$ cat config.mk
export PLATFORM = sky130hd
export DESIGN_NAME = motor_feedback_angle_tracker
export DESIGN_NICKNAME = d
export VERILOG_FILES = /design/src/design/mfat_pkg.sv /design/src/design/mfat_angle_pipe.sv /design/src/design/motor_feedback_angle_tracker.sv
export SDC_FILE = /design/constraint.sdc
export NUM_CORES = 2
export LEC_CHECK = 0
export ABC_AREA = 1
export ABC_CLOCK_PERIOD_IN_PS = 9790
export BUFFER_PORTS_ARGS = -buffer_cell sky130_fd_sc_hd__buf_2
export CELL_PAD_IN_SITES_DETAIL_PLACEMENT = 0
export CELL_PAD_IN_SITES_GLOBAL_PLACEMENT = 1
export CORE_MARGIN = 1.5
export CORE_UTILIZATION = 31
export CTS_CLUSTER_SIZE = 14
export DETAILED_ROUTE_END_ITERATION = 7
export GPL_ROUTABILITY_DRIVEN = 0
export GPL_TIMING_DRIVEN = 1
export HOLD_SLACK_MARGIN = 0.05
export PLACE_DENSITY_LB_ADDON = 0.1
export RECOVER_POWER = 100
export SYNTH_ARGS = -nofsm -noshare
export SYNTH_HDL_FRONTEND = slang
export SYNTH_SLANG_ARGS = --single-unit
$ cat constraint.sdc
create_clock -name clk -period 9.79 [get_ports clk]
set_clock_uncertainty 0.15 [all_clocks]
set_input_delay 1.958 -clock clk [delete_from_list [all_inputs] [get_ports clk]]
set_output_delay 1.958 -clock clk [all_outputs]
set_load 0.02 [all_outputs]
$ cat src/design/mfat_pkg.sv
// Shared types, constants and coefficient tables for the motor feedback angle tracker.
// Used by mfat_angle_pipe and motor_feedback_angle_tracker; depends on nothing else.

package mfat_pkg;

    // Encoder geometry: one mechanical turn of the rotor encoder.
    localparam int COUNTS_PER_TURN = 8192;
    localparam int POS_W           = 13;

    localparam logic [POS_W-1:0]  POS_MAX   = POS_W'(COUNTS_PER_TURN - 1);
    localparam logic signed [14:0] FULL_TURN = 15'(COUNTS_PER_TURN);
    localparam logic signed [14:0] HALF_TURN = 15'(COUNTS_PER_TURN / 2);

    // Register indexes of the configuration port.
    localparam logic CFG_FRAME_ID   = 1'b0;
    localparam logic CFG_MOTOR_KIND = 1'b1;

    localparam logic [10:0] FRAME_ID_RESET = 11'd513;

    typedef enum logic [1:0] {
        KIND_DIRECT = 2'd0,   // ratio 1
        KIND_R36    = 2'd1,   // ratio 36
        KIND_R3591  = 2'd2,   // ratio 3591/187
        KIND_R19    = 2'd3    // ratio 19
    } motor_kind_t;

    typedef struct packed {
        logic [10:0] rx_id;
        logic [7:0]  byte0;
        logic [7:0]  byte1;
        logic [7:0]  byte2;
        logic [7:0]  byte3;
        logic [7:0]  byte4;
        logic [7:0]  byte5;
        logic [7:0]  byte6;
    } frame_t;

    typedef struct packed {
        logic [7:0]         temperature;
        logic [POS_W-1:0]   position;
        logic signed [15:0] speed;
        logic signed [15:0] torque_current;
        logic signed [31:0] total_counts;
        logic signed [47:0] angle_q16;
    } result_t;

    // One accumulated frame on its way through the angle scaling pipeline.
    typedef struct packed {
        result_t     res;
        logic [31:0] mag;
        logic        neg;
        motor_kind_t kind;
    } scale_item_t;

    // The angle is round(|counts| * k / d). With mag = d*h + r the quotient splits into
    // k*h + floor((k*r + half) / d). m1 is the reciprocal of d for a 32-bit dividend,
    // m2 the reciprocal of d (shift 34) for the small remainder term.
    typedef struct packed {
        logic [15:0] k;
        logic [8:0]  d;
        logic [8:0]  half;
        logic [32:0] m1;
        logic [29:0] m2;
    } coef_t;

    function automatic coef_t kind_coef(motor_kind_t kind);
        coef_t c;
        case (kind)
            KIND_DIRECT: c = '{k: 16'd2880,  d: 9'd1,   half: 9'd0,
                               m1: 33'h1_0000_0000, m2: 30'd0};
            KIND_R36:    c = '{k: 16'd80,    d: 9'd1,   half: 9'd0,
                               m1: 33'h1_0000_0000, m2: 30'd0};
            KIND_R3591:  c = '{k: 16'd59840, d: 9'd399, half: 9'd199,
                               m1: 33'd5511336481,  m2: 30'd43057317};
            KIND_R19:    c = '{k: 16'd2880,  d: 9'd19,  half: 9'd9,
                               m1: 33'd7233629131,  m2: 30'd904203642};
            default:     c = '{k: 16'd2880,  d: 9'd1,   half: 9'd0,
                               m1: 33'h1_0000_0000, m2: 30'd0};
        endcase
        return c;
    endfunction

endpackage

$ cat src/design/mfat_angle_pipe.sv
// Angle scaling pipeline: turns an accumulated count magnitude into Q16 output degrees.
// Five register stages with per-stage flow control; depends on mfat_pkg.

module mfat_angle_pipe (
    input  logic                 clk,
    input  logic                 rst_n,
    input  logic                 acc_valid,
    output logic                 acc_stall,
    input  mfat_pkg::scale_item_t acc_item,
    output logic                 result_valid,
    input  logic                 result_stall,
    output mfat_pkg::result_t    result
);

    // Stage valid flags.
    logic quo_v_reg, rem_v_reg, num_v_reg, frac_v_reg, out_v_reg;

    // Stage payloads.
    mfat_pkg::scale_item_t quo_item_reg, rem_item_reg, num_item_reg, frac_item_reg;
    logic [31:0] quo_h_reg;
    logic [8:0]  rem_r_reg;
    logic [47:0] rem_kh_reg, num_kh_reg, frac_kh_reg;
    logic [24:0] num_t_reg;
    logic [15:0] frac_q_reg;
    mfat_pkg::result_t out_res_reg;

    // A stage is free when it is empty or its content moves on this cycle.
    logic out_free, frac_free, num_free, rem_free, quo_free;

    assign out_free  = !out_v_reg  || !result_stall;
    assign frac_free = !frac_v_reg || out_free;
    assign num_free  = !num_v_reg  || frac_free;
    assign rem_free  = !rem_v_reg  || num_free;
    assign quo_free  = !quo_v_reg  || rem_free;
    assign acc_stall = !quo_free;

    // Quotient by reciprocal multiplication.
    mfat_pkg::coef_t quo_c, rem_c, num_c, frac_c;
    logic [64:0] quo_prod;
    logic [31:0] quo_h_next;

    assign quo_c    = mfat_pkg::kind_coef(acc_item.kind);
    assign quo_prod = 65'(acc_item.mag) * 65'(quo_c.m1);

    always_comb
    begin
        case (acc_item.kind)
            mfat_pkg::KIND_R3591: quo_h_next = 32'(quo_prod[64:41]);
            mfat_pkg::KIND_R19:   quo_h_next = 32'(quo_prod[64:37]);
            default:              quo_h_next = quo_prod[63:32];
        endcase
    end

    // Remainder and the whole-quotient product.
    logic [40:0] rem_dh;
    logic [31:0] rem_full;

    assign rem_c    = mfat_pkg::kind_coef(quo_item_reg.kind);
    assign rem_dh   = 41'(quo_h_reg) * 41'(rem_c.d);
    assign rem_full = quo_item_reg.mag - rem_dh[31:0];

    // Rounded numerator of the remainder term.
    assign num_c = mfat_pkg::kind_coef(rem_item_reg.kind);

    // Remainder term divided by the same divisor.
    logic [54:0] frac_prod;

    assign frac_c    = mfat_pkg::kind_coef(num_item_reg.kind);
    assign frac_prod = 55'(num_t_reg) * 55'(frac_c.m2);

    // Final sum and sign. The magnitude never exceeds 2^47, so no clamp is needed.
    logic [47:0] out_q;
    mfat_pkg::result_t out_res_next;

    always_comb
    begin
        out_q        = frac_kh_reg + 48'(frac_q_reg);
        out_res_next = frac_item_reg.res;
        out_res_next.angle_q16 = frac_item_reg.neg ? signed'(48'(0) - out_q) : signed'(out_q);
    end

    always_ff @(posedge clk or negedge rst_n)
    begin
        if (!rst_n)
        begin
            quo_v_reg  <= 1'b0;
            rem_v_reg  <= 1'b0;
            num_v_reg  <= 1'b0;
            frac_v_reg <= 1'b0;
            out_v_reg  <= 1'b0;
        end
        else
        begin
            if (quo_free)  quo_v_reg  <= acc_valid;
            if (rem_free)  rem_v_reg  <= quo_v_reg;
            if (num_free)  num_v_reg  <= rem_v_reg;
            if (frac_free) frac_v_reg <= num_v_reg;
            if (out_free)  out_v_reg  <= frac_v_reg;
        end
    end

    always_ff @(posedge clk)
    begin
        if (quo_free && acc_valid)
        begin
            quo_item_reg <= acc_item;
            quo_h_reg    <= quo_h_next;
        end
        if (rem_free && quo_v_reg)
        begin
            rem_item_reg <= quo_item_reg;
            rem_r_reg    <= rem_full[8:0];
            rem_kh_reg   <= 48'(quo_h_reg) * 48'(rem_c.k);
        end
        if (num_free && rem_v_reg)
        begin
            num_item_reg <= rem_item_reg;
            num_kh_reg   <= rem_kh_reg;
            num_t_reg    <= 25'(rem_r_reg) * 25'(num_c.k) + 25'(num_c.half);
        end
        if (frac_free && num_v_reg)
        begin
            frac_item_reg <= num_item_reg;
            frac_kh_reg   <= num_kh_reg;
            frac_q_reg    <= frac_prod[49:34];
        end
        if (out_free && frac_v_reg)
        begin
            out_res_reg <= out_res_next;
        end
    end

    assign result_valid = out_v_reg;
    assign result       = out_res_reg;

endmodule

$ cat src/design/motor_feedback_angle_tracker.sv
// Top level of the motor feedback angle tracker: frame filter, encoder unwrap and output.
// Depends on mfat_pkg and mfat_angle_pipe.

// The tracker takes one received feedback frame per request on the frame channel and
// returns one result per frame whose identifier equals the frame_id register; other
// frames are taken and dropped silently. It sustains one frame per clock cycle while
// nothing stalls. A result passes the input register, the unwrap stage and the quotient,
// remainder, numerator and fraction registers of the angle scaling pipeline before its
// output register. The rate is set by the unwrap stage, whose turn-count accumulator is
// a feedback loop through a single register; the angle scaling is a pipeline of
// reciprocal multiplications that holds up the flow only when the result is stalled.
// Each stage holds its item only while the stage after it is full and stalled, so
// bubbles close up and new frames keep entering while a finished result waits. The
// first matching frame after reset only records the encoder position and reports zero
// counts. Configuration registers (frame_id, motor_kind) must be written only while the
// block is idle. The reported angle is not wrapped; it follows the accumulated count.

module motor_feedback_angle_tracker (
    input  logic              clk,
    input  logic              rst_n,
    input  logic              cfg_write,
    input  logic              cfg_index,
    input  logic [10:0]       cfg_data,
    input  logic              frame_valid,
    output logic              frame_stall,
    input  mfat_pkg::frame_t  frame,
    output logic              result_valid,
    input  logic              result_stall,
    output mfat_pkg::result_t result
);

    // Configuration registers.
    logic [10:0]           frame_id_reg;
    mfat_pkg::motor_kind_t motor_kind_reg;

    always_ff @(posedge clk or negedge rst_n)
    begin
        if (!rst_n)
        begin
            frame_id_reg   <= mfat_pkg::FRAME_ID_RESET;
            motor_kind_reg <= mfat_pkg::KIND_R3591;
        end
        else if (cfg_write)
        begin
            case (cfg_index)
                mfat_pkg::CFG_FRAME_ID:   frame_id_reg   <= cfg_data;
                mfat_pkg::CFG_MOTOR_KIND: motor_kind_reg <= mfat_pkg::motor_kind_t'(cfg_data[1:0]);
                default:                  frame_id_reg   <= frame_id_reg;
            endcase
        end
    end

    // Flow control between the input register, the unwrap stage and the angle pipeline.
    logic acc_v_reg;
    logic in_v_reg;
    logic pipe_stall;
    logic acc_free, in_free;

    assign acc_free    = !acc_v_reg || !pipe_stall;
    assign in_free     = !in_v_reg  || acc_free;
    assign frame_stall = !in_free;

    // Input register. Frames with a foreign identifier are taken but never marked valid.
    mfat_pkg::frame_t in_frame_reg;

    always_ff @(posedge clk or negedge rst_n)
    begin
        if (!rst_n)
        begin
            in_v_reg <= 1'b0;
        end
        else if (in_free)
        begin
            in_v_reg <= frame_valid && (frame.rx_id == frame_id_reg);
        end
    end

    always_ff @(posedge clk)
    begin
        if (in_free && frame_valid)
        begin
            in_frame_reg <= frame;
        end
    end

    // Unwrap stage: big-endian unpack, saturation and shortest-path delta accumulation.
    logic                       seen_first_reg;
    logic [mfat_pkg::POS_W-1:0] last_pos_reg;
    logic signed [31:0]         count_sum_reg;

    logic [15:0]                enc;
    logic [mfat_pkg::POS_W-1:0] pos;
    logic signed [14:0]         delta;
    logic signed [14:0]         step;
    logic signed [31:0]         count_next;
    mfat_pkg::scale_item_t      acc_item_next;
    mfat_pkg::scale_item_t      acc_item_reg;

    always_comb
    begin
        enc = {in_frame_reg.byte0, in_frame_reg.byte1};
        pos = (enc > 16'(mfat_pkg::POS_MAX)) ? mfat_pkg::POS_MAX : enc[mfat_pkg::POS_W-1:0];

        delta = signed'({2'b00, pos}) - signed'({2'b00, last_pos_reg});
        step  = delta;

        // The direct-drive kind folds an exact half turn; the geared kinds keep it.
        if (motor_kind_reg == mfat_pkg::KIND_DIRECT)
        begin
            if (delta >= mfat_pkg::HALF_TURN)
                step = delta - mfat_pkg::FULL_TURN;
            else if (delta <= -mfat_pkg::HALF_TURN)
                step = delta + mfat_pkg::FULL_TURN;
        end
        else
        begin
            if (delta > mfat_pkg::HALF_TURN)
                step = delta - mfat_pkg::FULL_TURN;
            else if (delta < -mfat_pkg::HALF_TURN)
                step = delta + mfat_pkg::FULL_TURN;
        end

        // The first frame only anchors the position.
        count_next = seen_first_reg ? count_sum_reg + 32'(step) : 32'sd0;

        acc_item_next.res.temperature    = in_frame_reg.byte6;
        acc_item_next.res.position       = pos;
        acc_item_next.res.speed          = signed'({in_frame_reg.byte2, in_frame_reg.byte3});
        acc_item_next.res.torque_current = signed'({in_frame_reg.byte4, in_frame_reg.byte5});
        acc_item_next.res.total_counts   = count_next;
        acc_item_next.res.angle_q16      = 48'sd0;
        acc_item_next.neg  = count_next[31];
        acc_item_next.mag  = count_next[31] ? 32'(0) - unsigned'(count_next)
                                            : unsigned'(count_next);
        acc_item_next.kind = motor_kind_reg;
    end

    always_ff @(posedge clk or negedge rst_n)
    begin
        if (!rst_n)
        begin
            acc_v_reg      <= 1'b0;
            seen_first_reg <= 1'b0;
            last_pos_reg   <= '0;
            count_sum_reg  <= 32'sd0;
        end
        else if (acc_free)
        begin
            acc_v_reg <= in_v_reg;
            if (in_v_reg)
            begin
                seen_first_reg <= 1'b1;
                last_pos_reg   <= pos;
                count_sum_reg  <= count_next;
            end
        end
    end

    always_ff @(posedge clk)
    begin
        if (acc_free && in_v_reg)
        begin
            acc_item_reg <= acc_item_next;
        end
    end

    // Angle scaling and output register.
    mfat_angle_pipe u_angle_pipe (
        .clk          (clk),
        .rst_n        (rst_n),
        .acc_valid    (acc_v_reg),
        .acc_stall    (pipe_stall),
        .acc_item     (acc_item_reg),
        .result_valid (result_valid),
        .result_stall (result_stall),
        .result       (result)
    );

endmodule
# [Word-level counts from Yosys, hierarchy flattened]
# Index checks and enable logic that the tools add are counted.
[word_totals] reg_bits=960 latchBits=0 ram_bits=0 mem_bits_ro=0 input_bits=84 out_inout_bits=135 n_memories=0
[classes] addsub=9 mul=5 div=0 n_lt_le_gt_ge=5 eq_ne=13 n_shift=0 mux=14 bitwise=1 n_reduce_logical=32
[op_table] cell="97-bit case mux with 4 select lines" count=2
[op_table] cell="63-bit case mux with 4 select lines" count=1
[op_table] cell="30-bit case mux with 4 select lines" count=1
[op_table] cell="15-bit two-way mux" count=5
[op_table] cell="32-bit by 33-bit multiplier with 65-bit output" count=1
[op_table] cell="32-bit case mux with 2 select lines" count=1
[op_table] cell="25-bit by 30-bit multiplier with 50-bit output" count=1
[op_table] cell="48-bit by 16-bit adder with 48-bit output" count=1
[op_table] cell="32-bit by 16-bit multiplier with 48-bit output" count=1
[op_table] cell="48-bit two-way mux" count=1
[op_table] cell="1-bit by 48-bit subtractor with 48-bit output, first input constant" count=1
[op_table] cell="32-bit by 15-bit adder with 32-bit output" count=1
[op_table] cell="32-bit by 9-bit multiplier with 9-bit output" count=1
[op_table] cell="32-bit two-way mux" count=1
[op_table] cell="1-bit by 32-bit subtractor with 32-bit output, first input constant" count=1
[op_table] cell="31-bit two-way mux" count=1
[op_table] cell="25-bit by 9-bit adder with 25-bit output" count=1
[op_table] cell="9-bit by 16-bit multiplier with 25-bit output" count=1
[op_table] cell="2-bit == test, second input constant" count=8
[op_table] cell="16-bit by 13-bit > comparator with 1-bit output, second input constant" count=1
[op_table] cell="14-bit by 15-bit adder with 15-bit output, second input constant" count=1
[op_table] cell="14-bit by 15-bit subtractor with 15-bit output, second input constant" count=1
[op_table] cell="14-bit >= comparator, second input constant" count=1
[op_table] cell="14-bit > comparator, second input constant" count=1
[op_table] cell="other kinds (13)" count=43

# [Longest topological paths before layout]
[logic_depth] word_depth=11 depth_mapped=42 depth_no_buf=41

# [Cells and area by module]
# A second synthesis with hierarchy kept.
[unflattened] hier_cells=8986 area_unflattened_um2=88871.5
[modules_own_cells] module="mfat_angle_pipe" n_inst=1 cells_per_inst=7532 area_per_inst_um2=76244.4 seq_area_each_um2=21295.4
[modules_own_cells] module="motor_feedback_angle_tracker" n_inst=1 cells_per_inst=1454 area_per_inst_um2=12627.1 seq_area_each_um2=6755.2

# [Worst setup path after synthesis]
# No wires, ideal clock.
[synth_path] path_kind="in2reg" from="input result_stall" to="register u_angle_pipe.num_item_reg[0] (netlist name) (enable)" t_arrival_ns=8.674 path_slack_ns=0.291 stages=5 path_buffers=0 path_cell_list="nand2_1 -> nor2_1 -> inv_1 -> nor2_1 -> nor2_1"
[synth_between] elab_chain_len=5
[synth_rtl] item="start, declared" line="motor_feedback_angle_tracker.sv:28" source="input logic result_stall,"
[synth_rtl] item="1-bit logical NOT" line="mfat_angle_pipe.sv:30" source="assign out_free = !out_v_reg || !result_stall;"
[synth_rtl] item="1-bit logical OR" line="mfat_angle_pipe.sv:30"
[synth_rtl] item="1-bit logical OR" line="mfat_angle_pipe.sv:31" source="assign frac_free = !frac_v_reg || out_free;"
[synth_rtl] item="1-bit logical OR" line="mfat_angle_pipe.sv:32" source="assign num_free = !num_v_reg || frac_free;"
[synth_rtl] item="1-bit logical AND" line="mfat_angle_pipe.sv:115" source="if (num_free && rem_v_reg)"
[synth_rtl] item="end signal, assigned" line="mfat_angle_pipe.sv:117" source="num_item_reg <= rem_item_reg;"
[synth_rtl] item="end, declared" line="mfat_angle_pipe.sv:19" source="mfat_pkg::scale_item_t quo_item_reg, rem_item_reg, num_item_reg, frac_item_reg;"
# No other way between the ends.
# A chain may end at the register's enable or synchronous reset.

# [Final worst setup path]
[layout_path] from="register acc_item_reg[0] (netlist name)" to="register u_angle_pipe.quo_h_reg[19], data pin"
[layout_between] elab_chain_len=4 word_cells_on_any_way=7 cone_classes="1 x mul; 3 x eq/ne; 2 x mux; 1 x reduce/logical"
[layout_rtl] item="start, declared" line="motor_feedback_angle_tracker.sv:97" source="mfat_pkg::scale_item_t acc_item_reg;"
[layout_rtl] item="start signal, assigned" line="motor_feedback_angle_tracker.sv:163" source="acc_item_reg <= acc_item_next;"
[layout_rtl] item="2-bit == test, or another cell as far along" line="mfat_pkg.sv:68, mfat_angle_pipe.sv:47"
[layout_rtl] item="63-bit case mux with 4 select lines" line="mfat_pkg.sv:68" source="case (kind)"
[layout_rtl] item="32-bit by 33-bit multiplier with 65-bit output" line="mfat_angle_pipe.sv:43" source="assign quo_prod = 65'(acc_item.mag) * 65'(quo_c.m1);"
[layout_rtl] item="32-bit case mux with 2 select lines *" line="mfat_angle_pipe.sv:47" source="case (acc_item.kind)"
[layout_rtl] item="named net u_angle_pipe.quo_h_next[19]" line="mfat_angle_pipe.sv:40" source="logic [31:0] quo_h_next;"
[layout_rtl] item="end signal, assigned" line="mfat_angle_pipe.sv:107" source="quo_h_reg <= quo_h_next;"
[layout_rtl] item="end, declared" line="mfat_angle_pipe.sv:20" source="logic [31:0] quo_h_reg;"
# The timed path passes the listed nets; every way through them passes the cells marked *. The select of a mux whose other input is x is not followed.

==> implementation parameters <==
Parameter                              Value

Synthesis
  Number of distinct library cells after synthesis ... 56
  Seq cells post-synth ... 940
  Post-Synthesis Cell Area ... around 88000 um^2
  Portion of synthesized cell area occupied by the leading cell type ... 29.8%
  Number of synthesized flops with an enable pin ... approximately 870
  Async set-or-reset flop fraction in the synthesized netlist ... between 7 and 8%
  Cell taking the most area after synthesis ... edfxtp_1
  Synth Net Count ... 11102
  Leading cell types by total area after synthesis ... edfxtp_1 30%, fa_1 26%, ha_1 14%
  Mapped Cells ... about 8900
  Per-instance average area after synthesis ... 9.95 um^2
  Post-synth top flop ... edfxtp_1
  Post-synthesis sequential area ratio ... between 30% and 40%
  Synthesis Warnings ... 0

Placed design
  Number of buffers inserted by port buffering ... about 220
  Worst setup timing slack at the placement stage ... around 0.79 ns
  Half-perimeter wire length of the detailed placement result ... 228000 um
  Inst Count DP ... 12816

CTS
  Worst skew pair latency ... about 0.77 ns
  H-tree depth ... 3
  Clk slew on worst S/H paths ... approximately 0.07 ns
  Clk Tree Root Cell ... clkbuf_16
  Cts hold-fix bufs ... 0
  Number of clock sinks ... 940
  Number of CTS-inserted buffers ... ~110
  CTS tree ... yes
  Max Root-Sink Buffers ... 3
  CTS-repair resized insts ... 0
  Setup fix buffers added after clock tree synthesis ... 0

Floorplan
  Total Die Area ... about 290000 um^2
  Number of top-level pins ... 219
  Die X-Extent ... around 540 um
  Initial core utilization ... 31.2%
  Row count ... 195
  Placeable core region ... 283000 um^2
  Die height ... between 500 and 600 um

Run status
  Failing checks ... capacitance limit, slew limit
  Status ... finished, violations left

Routing
  Post-route met1 wirelength ... 123000 um
  Number of vias per cell ... roughly 4.5
  Routed wire length ... around 260000 um
  Routed length per instance ... slightly above 20 um
  Wire length on met2 ... ~130000 um
  Detailed-route via count ... just under 60000
  First-pass DRT Iterations ... 5
  Residual DRC ... 0
  Met3 wirelength from detailed routing ... ~6600 um
  Max Used Layer ... met5
  Number of violations reported at the end of detailed-routing iteration 0 ... around 3000
  Antenna Nets Post-Route ... 0

Pwr
  Largest voltage drop on the vdd net ... 153 uV
  Static leakage ... 47.8 nW
  Sw Ratio ... between 30% and 40%
  Share of total power in combinational logic ... approximately a fifth
  Int Power ... ~7.4 mW
  Seq pwr share ... roughly 42%
  Clock Power Share ... 38.7%
  Switching component of the power ... roughly 3.2 mW
  Power per cell area ... 109 nW/um^2

Hold path
  Start point of the worst hold path ... u_angle_pipe.frac_item_reg[89]
  Hold crit path type ... register to register

Global routing
  Maximum number of pins on one net before global-route repair ... a little under 100
  Wire length of the first global-routing pass ... between 400000 and 500000 um
  Initial antenna violation count ... 4
  Number of global-route vias before repair ... 63707
  Total Routing Usage GR ... a little under a fifth
  Remaining global-route overflow ... 0

Timing
  Count of final hold-check violations ... 0
  RSZ-0062 raised after global routing ... false
  Final slew viol count ... about 1100
  Slew at the pin with the worst max-slew slack ... approximately 4 ns
  Shortest period the worst path allows ... 8.91 ns
  Worst-case setup margin in the final layout ... 0.882 ns
  Fin Setup TNS ... 0 ns
  Worst relative slew slack ... -168%
  Count of final setup violators ... 0
  Maximum clock frequency ... roughly 0.11 GHz
  Post-route clock period utilization ... 91.0%

Finish
  Sequential cell area ... between 20000 and 30000 um^2
  Most frequent standard cell in the layout excluding fill and tap cells ... inv_1
  Post-Route Utilization ... 34.5%
  Most used cells in the layout excluding fill and tap cells ... 2381 x inv_1, 1392 x nand2_1, 1132 x fa_1, 1019 x ha_1, 874 x edfxtp_1
  Area of the multi-input gates ... just over 50000 um^2
  Final Net Count ... 11415
  Final cell count without fillers ... about 13000
  Layout cell share with drive strength beyond 1 ... 4.21%
  Layout filler cell count ... roughly 29000
  Layout overhead on the synthesized area ... 10.4%
  Number of flip-flops under the largest register name ... approximately 130

Setup path
  Highest fanout seen on the critical path ... 9
  Required time of the critical path ... 10.13 ns
  Worst path arrival time ... 9.24 ns
  Origin of the critical flop-to-flop path ... acc_item_reg[0]
  Launch point of the critical path ... acc_item_reg[0]
  Crit path kind ... register to register
  Startpoint kind of the worst setup timing path ... register
  Nature of the critical path endpoint ... register

Run
  Max-cap viol count ... 23
power groups by stage:
| stage | Clock [mW] | Sequential, mW | Combinational (mW) |
|---|---|---|---|
| 2_1_floorplan | 0 | 4.57 | 1.39 |
| 3_3_place_gp | 0 | 4.58 | 2.09 |
| 3_5_place_dp | 0 | 4.58 | 2.08 |
| 4_1_cts | 4.29 | 4.49 | 2.10 |
| 5_1_grt | 4.41 | 4.50 | 2.32 |
| 6_report | 4.12 | 4.49 | 2.03 |
synthesized netlist by cell type, types with 10 or more instances:
| library cell | n |
|---|---|
| nor2_2 | 22 |
| nand3_2 | 10 |
| inv_1 | 2381 |
| a21oi_1 | 266 |
| ha_1 | 1019 |
| dfrtp_1 | 63 |
| fa_1 | 1132 |
| xor2_1 | 124 |
| nor2_1 | 559 |
| nor4_1 | 16 |
| o21a_1 | 12 |
| or2_2 | 31 |
| edfxtp_1 | 874 |
| a21o_1 | 23 |
| nand4_1 | 85 |
| nand2_1 | 1384 |
| o21ai_0 | 189 |
| nand3_1 | 322 |
| o21bai_1 | 16 |
| inv_2 | 10 |
| nand2_2 | 30 |
| xnor2_1 | 50 |
| nand3b_1 | 22 |
| nor3_1 | 45 |
| a31oi_1 | 34 |
| clkbuf_1 | 53 |
critical path: stages (launching register included):
cell and delay [ns]:
edfxtp_1 0.37, nand2_1 0.18, inv_1 0.57, nand2_1 0.38
fa_1 0.56, fa_1 0.56, inv_1 0.07, fa_1 0.52
fa_1 0.54, inv_1 0.06, fa_1 0.55, fa_1 0.46
fa_1 0.62, inv_1 0.07, ha_1 0.29, ha_1 0.51
nand2_1 0.19, nor2_1 0.12, inv_1 0.13, nor4_1 0.95
nand3_1 0.36, nand2_1 0.16, nand2_1 0.11, nand3_1 0.10
nand3_1 0.08
path summary, 6_finish.rpt:
path	end	slack (ns)	depth (start not counted)
max	u_angle_pipe.quo_h_reg[19]	0.88	24
min	u_angle_pipe.result[54]	0.23	0
max reg2reg	u_angle_pipe.quo_h_reg[19]	0.88	24
min reg2reg	u_angle_pipe.result[54]	0.23	0
max in group asynchronous	seen_first_reg	4.51	1
min in group asynchronous	count_sum_reg[28]	2.45	1
layout make-up:
type,instances,share of cell area [%]
clock inverter,68,0.916
tap,3743,4.81
antenna,1,0.00257
inverter,2394,9.23
clock buffer,128,2.80
multi-input combinational,5463,52.3
sequential,940,28.6
timing repair buffer,276,1.33
per-stage QoR:
stage / power, mW / hold slack (ns) / instance area [um^2]
after floorplan: 5.96 / 0.250 / 88200
after global placement: 6.67 / 0.250 / 94200
after detailed placement: 6.66 / 0.255 / 94200
after CTS: 10.9 / 0.220 / 97800
after global routing: 11.2 / 0.220 / 97400
final: 10.6 / 0.229 / 97400
cell families after synthesis:
| group | after synthesis | share of synthesized area (%) |
|---|---|---|
| compound gates | 575 | 3.58 |
| fa+ha+maj | 2151 | 40.1 |
| buf+inv | 2464 | 10.5 |
| flops | 940 | 31.6 |
| simple gates | 2551 | 12.2 |
| mux | 6 | 0.0766 |
| xor+xnor | 180 | 1.84 |
layer usage:
metal	vias up	track usage, %
li1	28187	-
met1	28779	25.0
met2	826	32.6
met3	257	1.52
met4	2	4.39
met5	-	0
Power figures use the tool's default switching activity.
